`src/rtl/core/ple_pkg.sv`:
```
// Shared constants, command and status codes, and sequencer states for the list engine.
`default_nettype none

package ple_pkg;

	localparam int DEPTH  = 16;
	localparam int DATA_W = 32;
	localparam int CMD_W  = 3;
	localparam int POS_W  = 8;
	localparam int LEN_W  = 8;
	localparam int STAT_W = 3;
	localparam int IDX_W  = $clog2(DEPTH);
	localparam int CNT_W  = $clog2(DEPTH + 1);
	localparam int CMP_W  = POS_W + 1;

	typedef enum logic [CMD_W-1:0] {
		CMD_INS_FRONT = 3'd0,
		CMD_INS_BACK  = 3'd1,
		CMD_INS_POS   = 3'd2,
		CMD_REM_FRONT = 3'd3,
		CMD_REM_BACK  = 3'd4,
		CMD_REM_POS   = 3'd5,
		CMD_SEARCH    = 3'd6
	} cmd_t;

	typedef enum logic [STAT_W-1:0] {
		STAT_OK       = 3'd0,
		STAT_EMPTY    = 3'd1,
		STAT_BADPOS   = 3'd2,
		STAT_FULL     = 3'd3,
		STAT_NOTFOUND = 3'd4
	} status_t;

	typedef enum logic [2:0] {
		ST_IDLE,
		ST_SHIFT_UP,
		ST_PLACE,
		ST_SHIFT_DOWN,
		ST_SEARCH,
		ST_DONE
	} state_t;

endpackage

`default_nettype wire

```
`src/rtl/core/ple_ram.sv`:
```
// Generic simple dual-port RAM: one write port, one registered read port.
`default_nettype none

module ple_ram #(
	parameter int WIDTH = 32,
	parameter int DEPTH = 16
) (
	input  wire logic                     clk,
	input  wire logic                     we,
	input  wire logic [$clog2(DEPTH)-1:0] waddr,
	input  wire logic [WIDTH-1:0]         wdata,
	input  wire logic [$clog2(DEPTH)-1:0] raddr,
	output logic      [WIDTH-1:0]         rdata
);

	logic [WIDTH-1:0] mem_q [DEPTH];
	logic [WIDTH-1:0] rdata_q;

	// write, then register the read word
	always_ff @(posedge clk) begin
		if (we) begin
			mem_q[waddr] <= wdata;
		end
		rdata_q <= mem_q[raddr];
	end

	assign rdata = rdata_q;

endmodule

`default_nettype wire

```
`src/rtl/core/positional_list_engine.sv`:
```
// Top level of the positional list engine: command sequencer and entry RAM.
//
// Usage: an ordered list of up to DEPTH signed 32-bit values held in a RAM.
// Command channel (cmd_valid / cmd_stall) carries cmd, value and position;
// response channel (rsp_valid / rsp_stall) returns status, removed_value,
// found_position and length, exactly one response per command.
// A command is taken only while the sequencer is idle; it then owns the
// single RAM read port and walks the entries one per cycle. An insert
// moves the entries from its index onward up by one, then writes the value;
// a remove reads from its index, keeps the removed word and moves the rest
// down; a search reads from the front until a match or the end. Rejected or
// unknown commands and a search of an empty list go straight to the final
// state. The next command can be taken in the same cycle that the response
// appears. The walk is paced by the RAM's registered read.
// The response sits in an output register, so a new command may be taken
// while it waits; a finished command waits in its final state while
// rsp_stall is high and the previous response is still pending.
// Reset empties the list at once (stored length zero); stored words are not cleared.
`default_nettype none

module positional_list_engine (
	input  wire logic                              clk,
	input  wire logic                              arst_n,
	input  wire logic                              cmd_valid,
	output logic                                   cmd_stall,
	input  wire logic [ple_pkg::CMD_W-1:0]         cmd,
	input  wire logic signed [ple_pkg::DATA_W-1:0] value,
	input  wire logic [ple_pkg::POS_W-1:0]         position,
	output logic                                   rsp_valid,
	input  wire logic                              rsp_stall,
	output logic [ple_pkg::STAT_W-1:0]             status,
	output logic signed [ple_pkg::DATA_W-1:0]      removed_value,
	output logic [ple_pkg::POS_W-1:0]              found_position,
	output logic [ple_pkg::LEN_W-1:0]              length
);

	import ple_pkg::*;

	state_t              state_q, state_d;
	cmd_t                cmd_q;
	logic [DATA_W-1:0]   val_q;
	logic [IDX_W-1:0]    idx_q;
	logic [CNT_W-1:0]    count_q;
	logic [IDX_W-1:0]    rd_ptr_q;
	logic [CNT_W-1:0]    rd_left_q;
	logic                rd_vld_q;
	logic                first_q;
	logic [IDX_W-1:0]    wa_q;
	status_t             st_q;
	logic [DATA_W-1:0]   rem_q;
	logic [POS_W-1:0]    fnd_q;

	logic                rsp_valid_q;
	logic [STAT_W-1:0]   status_q;
	logic [DATA_W-1:0]   removed_q;
	logic [POS_W-1:0]    found_q;
	logic [LEN_W-1:0]    length_q;

	cmd_t                cmd_in;
	status_t             acc_st;
	state_t              acc_next;
	logic [IDX_W-1:0]    acc_idx;
	logic [IDX_W-1:0]    acc_ptr;
	logic [CNT_W-1:0]    acc_left;
	logic [CMP_W-1:0]    pos9;
	logic [CMP_W-1:0]    cnt9;
	logic                is_full;
	logic                is_empty;

	logic                issue;
	logic                walk_end;
	logic                match;
	logic                commit;
	logic [IDX_W-1:0]    wa_next;
	logic                ram_we;
	logic [IDX_W-1:0]    ram_waddr;
	logic [DATA_W-1:0]   ram_wdata;
	logic [DATA_W-1:0]   ram_rdata;

	ple_ram #(
		.WIDTH (DATA_W),
		.DEPTH (DEPTH)
	) u_ram (
		.clk   (clk),
		.we    (ram_we),
		.waddr (ram_waddr),
		.wdata (ram_wdata),
		.raddr (rd_ptr_q),
		.rdata (ram_rdata)
	);

	// decode an incoming command against the current length
	always_comb begin
		cmd_in   = cmd_t'(cmd);
		pos9     = {1'b0, position};
		cnt9     = CMP_W'(count_q);
		is_full  = (count_q == CNT_W'(DEPTH));
		is_empty = (count_q == '0);
		acc_st   = STAT_OK;
		acc_next = ST_DONE;
		acc_idx  = '0;
		case (cmd_in)
			CMD_INS_FRONT: begin
				if (is_full) begin
					acc_st = STAT_FULL;
				end else begin
					acc_next = ST_SHIFT_UP;
				end
			end
			CMD_INS_BACK: begin
				if (is_full) begin
					acc_st = STAT_FULL;
				end else begin
					acc_idx  = IDX_W'(count_q);
					acc_next = ST_SHIFT_UP;
				end
			end
			CMD_INS_POS: begin
				if (pos9 == '0 || pos9 > cnt9 + CMP_W'(1)) begin
					acc_st = STAT_BADPOS;
				end else if (is_full) begin
					acc_st = STAT_FULL;
				end else begin
					acc_idx  = IDX_W'(position - POS_W'(1));
					acc_next = ST_SHIFT_UP;
				end
			end
			CMD_REM_FRONT: begin
				if (is_empty) begin
					acc_st = STAT_EMPTY;
				end else begin
					acc_next = ST_SHIFT_DOWN;
				end
			end
			CMD_REM_BACK: begin
				if (is_empty) begin
					acc_st = STAT_EMPTY;
				end else begin
					acc_idx  = IDX_W'(count_q - CNT_W'(1));
					acc_next = ST_SHIFT_DOWN;
				end
			end
			CMD_REM_POS: begin
				if (is_empty) begin
					acc_st = STAT_EMPTY;
				end else if (pos9 == '0 || pos9 > cnt9) begin
					acc_st = STAT_BADPOS;
				end else begin
					acc_idx  = IDX_W'(position - POS_W'(1));
					acc_next = ST_SHIFT_DOWN;
				end
			end
			CMD_SEARCH: begin
				acc_st = STAT_NOTFOUND;
				if (!is_empty) begin
					acc_next = ST_SEARCH;
				end
			end
			default: begin
				acc_st = STAT_OK;
			end
		endcase
		acc_left = count_q - CNT_W'(acc_idx);
		acc_ptr  = (acc_next == ST_SHIFT_UP) ? IDX_W'(count_q - CNT_W'(1)) : acc_idx;
	end

	// walk control shared by shifts and search
	assign issue    = (state_q == ST_SHIFT_UP || state_q == ST_SHIFT_DOWN ||
	                   state_q == ST_SEARCH) && (rd_left_q != '0);
	assign walk_end = (rd_left_q == '0) && !rd_vld_q;
	assign match    = (state_q == ST_SEARCH) && rd_vld_q && (ram_rdata == val_q);
	assign commit   = (state_q == ST_DONE) && (!rsp_valid_q || !rsp_stall);

	// next state
	always_comb begin
		state_d = state_q;
		case (state_q)
			ST_IDLE: begin
				if (cmd_valid) begin
					state_d = acc_next;
				end
			end
			ST_SHIFT_UP: begin
				if (walk_end) begin
					state_d = ST_PLACE;
				end
			end
			ST_PLACE: begin
				state_d = ST_DONE;
			end
			ST_SHIFT_DOWN: begin
				if (walk_end) begin
					state_d = ST_DONE;
				end
			end
			ST_SEARCH: begin
				if (match || walk_end) begin
					state_d = ST_DONE;
				end
			end
			ST_DONE: begin
				if (commit) begin
					state_d = ST_IDLE;
				end
			end
			default: begin
				state_d = ST_IDLE;
			end
		endcase
	end

	// RAM write port and next write address
	always_comb begin
		ram_we    = 1'b0;
		ram_waddr = wa_q;
		ram_wdata = ram_rdata;
		wa_next   = rd_ptr_q;
		case (state_q)
			ST_SHIFT_UP: begin
				ram_we  = rd_vld_q;
				wa_next = rd_ptr_q + IDX_W'(1);
			end
			ST_SHIFT_DOWN: begin
				ram_we  = rd_vld_q && !first_q;
				wa_next = rd_ptr_q - IDX_W'(1);
			end
			ST_PLACE: begin
				ram_we    = 1'b1;
				ram_waddr = idx_q;
				ram_wdata = val_q;
			end
			default: begin
				ram_we = 1'b0;
			end
		endcase
	end

	// control registers
	always_ff @(posedge clk or negedge arst_n) begin
		if (!arst_n) begin
			state_q     <= ST_IDLE;
			count_q     <= '0;
			rd_vld_q    <= 1'b0;
			rsp_valid_q <= 1'b0;
		end else begin
			state_q  <= state_d;
			rd_vld_q <= issue;
			if (commit) begin
				rsp_valid_q <= 1'b1;
				if (st_q == STAT_OK) begin
					if (cmd_q == CMD_INS_FRONT || cmd_q == CMD_INS_BACK ||
					    cmd_q == CMD_INS_POS) begin
						count_q <= count_q + CNT_W'(1);
					end else if (cmd_q == CMD_REM_FRONT || cmd_q == CMD_REM_BACK ||
					             cmd_q == CMD_REM_POS) begin
						count_q <= count_q - CNT_W'(1);
					end
				end
			end else if (rsp_valid_q && !rsp_stall) begin
				rsp_valid_q <= 1'b0;
			end
		end
	end

	// datapath registers: latch command, advance walk, collect results
	always_ff @(posedge clk) begin
		if (state_q == ST_IDLE && cmd_valid) begin
			cmd_q     <= cmd_in;
			val_q     <= value;
			idx_q     <= acc_idx;
			st_q      <= acc_st;
			rd_ptr_q  <= acc_ptr;
			rd_left_q <= acc_left;
			rem_q     <= '0;
			fnd_q     <= '0;
		end
		if (issue) begin
			rd_ptr_q  <= (state_q == ST_SHIFT_UP) ? rd_ptr_q - IDX_W'(1)
			                                      : rd_ptr_q + IDX_W'(1);
			rd_left_q <= match ? '0 : rd_left_q - CNT_W'(1);
			wa_q      <= wa_next;
			first_q   <= (rd_ptr_q == idx_q);
		end
		if (state_q == ST_SHIFT_DOWN && rd_vld_q && first_q) begin
			rem_q <= ram_rdata;
		end
		if (match) begin
			st_q  <= STAT_OK;
			fnd_q <= POS_W'({1'b0, wa_q}) + POS_W'(1);
		end
		if (commit) begin
			status_q  <= st_q;
			removed_q <= rem_q;
			found_q   <= fnd_q;
			length_q  <= LEN_W'(state_q == ST_DONE && st_q == STAT_OK &&
			             (cmd_q == CMD_INS_FRONT || cmd_q == CMD_INS_BACK ||
			              cmd_q == CMD_INS_POS) ? count_q + CNT_W'(1) :
			             (st_q == STAT_OK && (cmd_q == CMD_REM_FRONT ||
			              cmd_q == CMD_REM_BACK || cmd_q == CMD_REM_POS)) ?
			             count_q - CNT_W'(1) : count_q);
		end
	end

	// drive ports
	assign cmd_stall      = (state_q != ST_IDLE);
	assign rsp_valid      = rsp_valid_q;
	assign status         = status_q;
	assign removed_value  = removed_q;
	assign found_position = found_q;
	assign length         = length_q;

`ifndef NO_ASSERTIONS
	a_count_bound: assert property (@(posedge clk) disable iff (!arst_n)
		count_q <= CNT_W'(DEPTH))
		else $error("list length beyond capacity");

	a_no_idle_write: assert property (@(posedge clk) disable iff (!arst_n)
		state_q == ST_IDLE |-> !ram_we)
		else $error("entry write while idle");

	a_rsp_from_done: assert property (@(posedge clk) disable iff (!arst_n)
		$rose(rsp_valid_q) |-> $past(state_q == ST_DONE))
		else $error("response raised outside final state");

	a_count_on_commit: assert property (@(posedge clk) disable iff (!arst_n)
		count_q != $past(count_q) |-> $past(commit))
		else $error("length changed outside commit");

	a_length_matches: assert property (@(posedge clk) disable iff (!arst_n)
		$past(commit) |-> length_q == LEN_W'(count_q))
		else $error("reported length differs from stored length");
`endif

endmodule

`default_nettype wire
```
`config.mk`:
```
export PLATFORM = sky130hd
export DESIGN_NAME = positional_list_engine
export DESIGN_NICKNAME = d
export VERILOG_FILES = /design/src/rtl/core/ple_pkg.sv /design/src/rtl/core/ple_ram.sv /design/src/rtl/core/positional_list_engine.sv
export SDC_FILE = /design/constraint.sdc
export NUM_CORES = 1
export LEC_CHECK = 0
export ABC_AREA = 1
export BUFFER_PORTS_ARGS = -buffer_cell sky130_fd_sc_hd__buf_2
export CAP_MARGIN = 25
export CELL_PAD_IN_SITES_DETAIL_PLACEMENT = 2
export CELL_PAD_IN_SITES_GLOBAL_PLACEMENT = 2
export CORE_ASPECT_RATIO = 1.25
export CORE_MARGIN = 10
export CORE_UTILIZATION = 43
export CTS_BUF_LIST = sky130_fd_sc_hd__clkbuf_8
export DETAILED_ROUTE_END_ITERATION = 8
export GPL_ROUTABILITY_DRIVEN = 0
export HOLD_SLACK_MARGIN = 0.15
export PLACE_DENSITY = 0.78
export SETUP_SLACK_MARGIN = 0.1
export SLEW_MARGIN = 20
export SYNTH_ARGS = -nofsm -noshare
export SYNTH_HDL_FRONTEND = slang
export SYNTH_SLANG_ARGS = --single-unit
```
`constraint.sdc`:
```
create_clock -name clk -period 6.4 [get_ports clk]
set_clock_uncertainty 0.05 [all_clocks]
set_input_delay 0.32 -clock clk [delete_from_list [all_inputs] [get_ports clk]]
set_output_delay 0.32 -clock clk [all_outputs]
set_load 0.02 [all_outputs]
```
==> parameters.txt <==
Parameter                              Value

Run status
  Result of the run    finished clean

Worst hold path
  Worst min path class    in -> reg
  Beginning of the worst hold path    value[18]

Die
  IO Pins    100
  Die height    306 um
  Floorplan Core Area    64700 um2
  Die outline area    76100 um2
  Die X-Extent    249 um
  Initial Utilization    43.5%
  Site Rows    104

Power
  Maximum vdd drop    0.000380 V
  Pwr dens    519 nW/um2
  Leakage power figure    11.6 nW

Synthesis
  Synth cell types    51
  Async set or reset register ratio after synthesis    1.44%
  Post-synth top flop    sky130_fd_sc_hd__edfxtp_1
  Synth warnings    0
  Largest area contributor in the netlist    sky130_fd_sc_hd__edfxtp_1
  Top area cells in the synthesized netlist    sky130_fd_sc_hd__edfxtp_1 (69%), sky130_fd_sc_hd__o21ai_0 (6.1%), sky130_fd_sc_hd__nor2_1 (5.4%)
  Share of synthesized area occupied by flip-flops and latches    72.7%
  Top cell type's share of synthesized area    69.3%
  Flops & latches, synth    694
  Mean post-synth cell area    12.3 um2
  EDFF count, synth    649
  Mapped Cells    2292
  Cell area after synthesis    28100 um2

Setup path
  Crit path launch type    register
  Data arrival at the endpoint of the critical path    4.81 ns
  Crit Path Max Fanout    8
  Start point of the critical path    count_q[0]
  Data required time at the worst endpoint    6.82 ns
  Kind of capture point of the worst setup path    register
  Launch point of the worst reg-to-reg path    count_q[0]
  Critical path start-end classification    reg -> reg

STA
  Final-report hold violation count    0
  Number of failing setup endpoints in the final timing report    0
  Total negative slack    0 ns
  Crit share post-route    68.6%
  Worst slew pin tran    1.14 ns
  Achievable frequency    228 MHz
  Post-route worst hold slack    0.220 ns
  Minimum period implied by the final worst setup slack    4.39 ns
  Rel. slew slack    24.3%
  Post-route setup slack    2.01 ns
  RSZ-0062 raised after global routing    false
  Fin. max-slew vios    0

Global routing
  Number of global-route vias before repair    22700
  Initial antenna violation count    5
  Overflow left after global routing    0
  Global-route wire length before repair    156 mm
  Overall global routing resource usage    27.4%
  Largest net degree at the start of global routing    215

Job
  Max-cap viol count    0

Route
  Average routed wire per standard cell    31.4 um
  Overall via count from detail_route    20600
  Drt total wl    107 mm
  Final routed DRC violation total    0
  Vias/cell    6.04
  First DRT Iteration DRCs    1773
  First-pass detailed-route iteration total    5
  ANT nets after route    0

Clock network
  Root Driver    sky130_fd_sc_hd__clkbuf_8
  Quantity of gates resized following cts    0
  Max Buffers Root-to-Sink    3
  Number of buffers inserted by post-CTS setup repair    0
  CTS tree    done
  Sinks on the clock net    694
  Total CTS buffers    109
  Depth of the CTS H-tree    3
  CTS clk-pin slew, worst paths    0.07 ns
  Worst-Skew Late Latency    0.78 ns

Final layout
  Layout Area Growth over Synthesis    14.6%
  Non-filler cells, final    3419
  Share of cells above drive strength 1    13.8%
  Net count of the finished layout    2547

Placed design
  Post-Place Worst Slack    2.11 ns
  Placed cell count    3174
  Port Buffer Count    96
  Detailed placer's ending HPWL    59.6 mm
## worst paths after layout
path | slack, ns | cells after the start | end
hold / removal | 0.22 | 2 | val_q[18]
hold reg to reg | 0.36 | 0 | removed_value[1]
setup reg to reg | 2.01 | 24 | rd_left_q[4]
setup / recovery | 2.01 | 24 | rd_left_q[4]
max in group asynchronous | 5.28 | 3 | count_q[0]
min in group asynchronous | 0.60 | 3 | state_q[1]
## sequential cells by signal, summed over array words and instances (netlist names), 7 cells and up
signal	cells
u_ram.mem_q	512
length	7
u_ram.rdata	32
removed_value	32
val_q	32
rem_q	32
## logic make-up (layout without fill, tap and decap cells)
kind of cell / after synthesis / after routing / share of synthesized area [%]
AO/OA/AOI/OAI: 578 / 578 / 11.3
XOR/XNOR: 29 / 29 / 0.903
adder cells (fa/ha/maj): 23 / 23 / 1.05
buffers and inverters: 259 / 535 / 3.70
flip-flops: 694 / 694 / 72.7
other: 1 / 4 / 0.0133
AND/OR/NAND/NOR: 708 / 708 / 10.3
## synthesized netlist by cell type, drive strengths merged, types with 2 or more instances
| cell type | number |
|---|---|
| xnor2 | 9 |
| o211ai | 2 |
| o21bai | 2 |
| inv | 135 |
| dfxtp | 35 |
| a21oi | 40 |
| o22ai | 156 |
| or2 | 2 |
| edfxtp | 649 |
| ha | 22 |
| a22oi | 9 |
| nand3 | 37 |
| nor2 | 412 |
| clkbuf | 77 |
| nor4 | 4 |
| buf | 46 |
| nand2 | 210 |
| o221ai | 6 |
| xor2 | 20 |
| dfrtp | 10 |
| nor3 | 21 |
| a221oi | 2 |
| a31oi | 3 |
| o21ai | 354 |
| nand4 | 18 |
## power by group
group	internal, mW	switching (mW)
combinational	1.48	4.69
sequential	6.32	0.479
clock	1.79	1.95
total	9.60	7.12
## worst max-delay path: stages (launching register included)
cell and delay, ns:
sky130_fd_sc_hd__dfrtp_1 0.52, sky130_fd_sc_hd__inv_1 0.20, sky130_fd_sc_hd__nor3_1 0.31, sky130_fd_sc_hd__xor2_1 0.29
sky130_fd_sc_hd__inv_1 0.10, sky130_fd_sc_hd__ha_1 0.32, sky130_fd_sc_hd__nand2_1 0.07, sky130_fd_sc_hd__inv_1 0.05
sky130_fd_sc_hd__nand2_1 0.07, sky130_fd_sc_hd__nand2_1 0.05, sky130_fd_sc_hd__nand2_1 0.06, sky130_fd_sc_hd__nand2_1 0.05
sky130_fd_sc_hd__nand2_1 0.11, sky130_fd_sc_hd__nand4_1 0.09, sky130_fd_sc_hd__nand2_1 0.13, sky130_fd_sc_hd__inv_1 0.09
sky130_fd_sc_hd__o21ai_0 0.25, sky130_fd_sc_hd__ha_1 0.21, sky130_fd_sc_hd__inv_1 0.07, sky130_fd_sc_hd__fa_1 0.40
sky130_fd_sc_hd__nand2_1 0.10, sky130_fd_sc_hd__nand2_1 0.06, sky130_fd_sc_hd__a21oi_1 0.19, sky130_fd_sc_hd__xor2_1 0.18
sky130_fd_sc_hd__o21ai_0 0.09
## cells in the final DEF (no fill, tap or decap), drive strengths merged, types with 2 or more instances in the layout
cell and count:
edfxtp 649, nor2 412, o21ai 354, nand2 210, inv 178, o22ai 156
buf 155, clkbuf 118, dlygate4sd3 40, a21oi 40, clkinv 40, nand3 37
dfxtp 35, ha 22, nor3 21, xor2 20, nand4 18, dfrtp 10
xnor2 9, a22oi 9, o221ai 6, nor4 4, a31oi 3, conb 3
o21bai 2, a221oi 2, o211ai 2, clkinvlp 2, bufinv 2, or2 2
## cell type report
class                           instances  area [um2]
Fill cell                            6166       32400
Sequential cell                       694       20400
Multi-Input combinational cell       1341        6810
Clock buffer                          118        1620
Timing Repair Buffer                  195        1350
Tap cell                              848        1060
Inverter                              136         515
Clock inverter                         86         443
Antenna cell                            1        2.50
## layer usage
metal / part of all wire, % / track usage [%] / routed length, um
met1: 37 / 32.2 / 39900
met2: 51 / 47.6 / 54800
met3: 7.0 / 4.79 / 7520
met4: 4.8 / 14.1 / 5100
met5: 0 / 0 / 0
## timing repair
action | 4_1_cts | 5_1_grt
setup endpoints to repair | 0 | 0
hold buffers | 40 | 0
endpoints found under the hold margin | 55 | 0
## through the flow
stage	cell area (um2)	util, %	power, mW
2_1_floorplan	28100	-	10.1
5_1_grt	32200	49.9	17.4
4_1_cts	32200	49.8	16.6
3_5_place_dp	29800	46.0	12.7
6_report	32200	49.9	16.7
3_3_place_gp	29700	46.0	12.1
No activity file was read; power rests on OpenSTA's default activity.
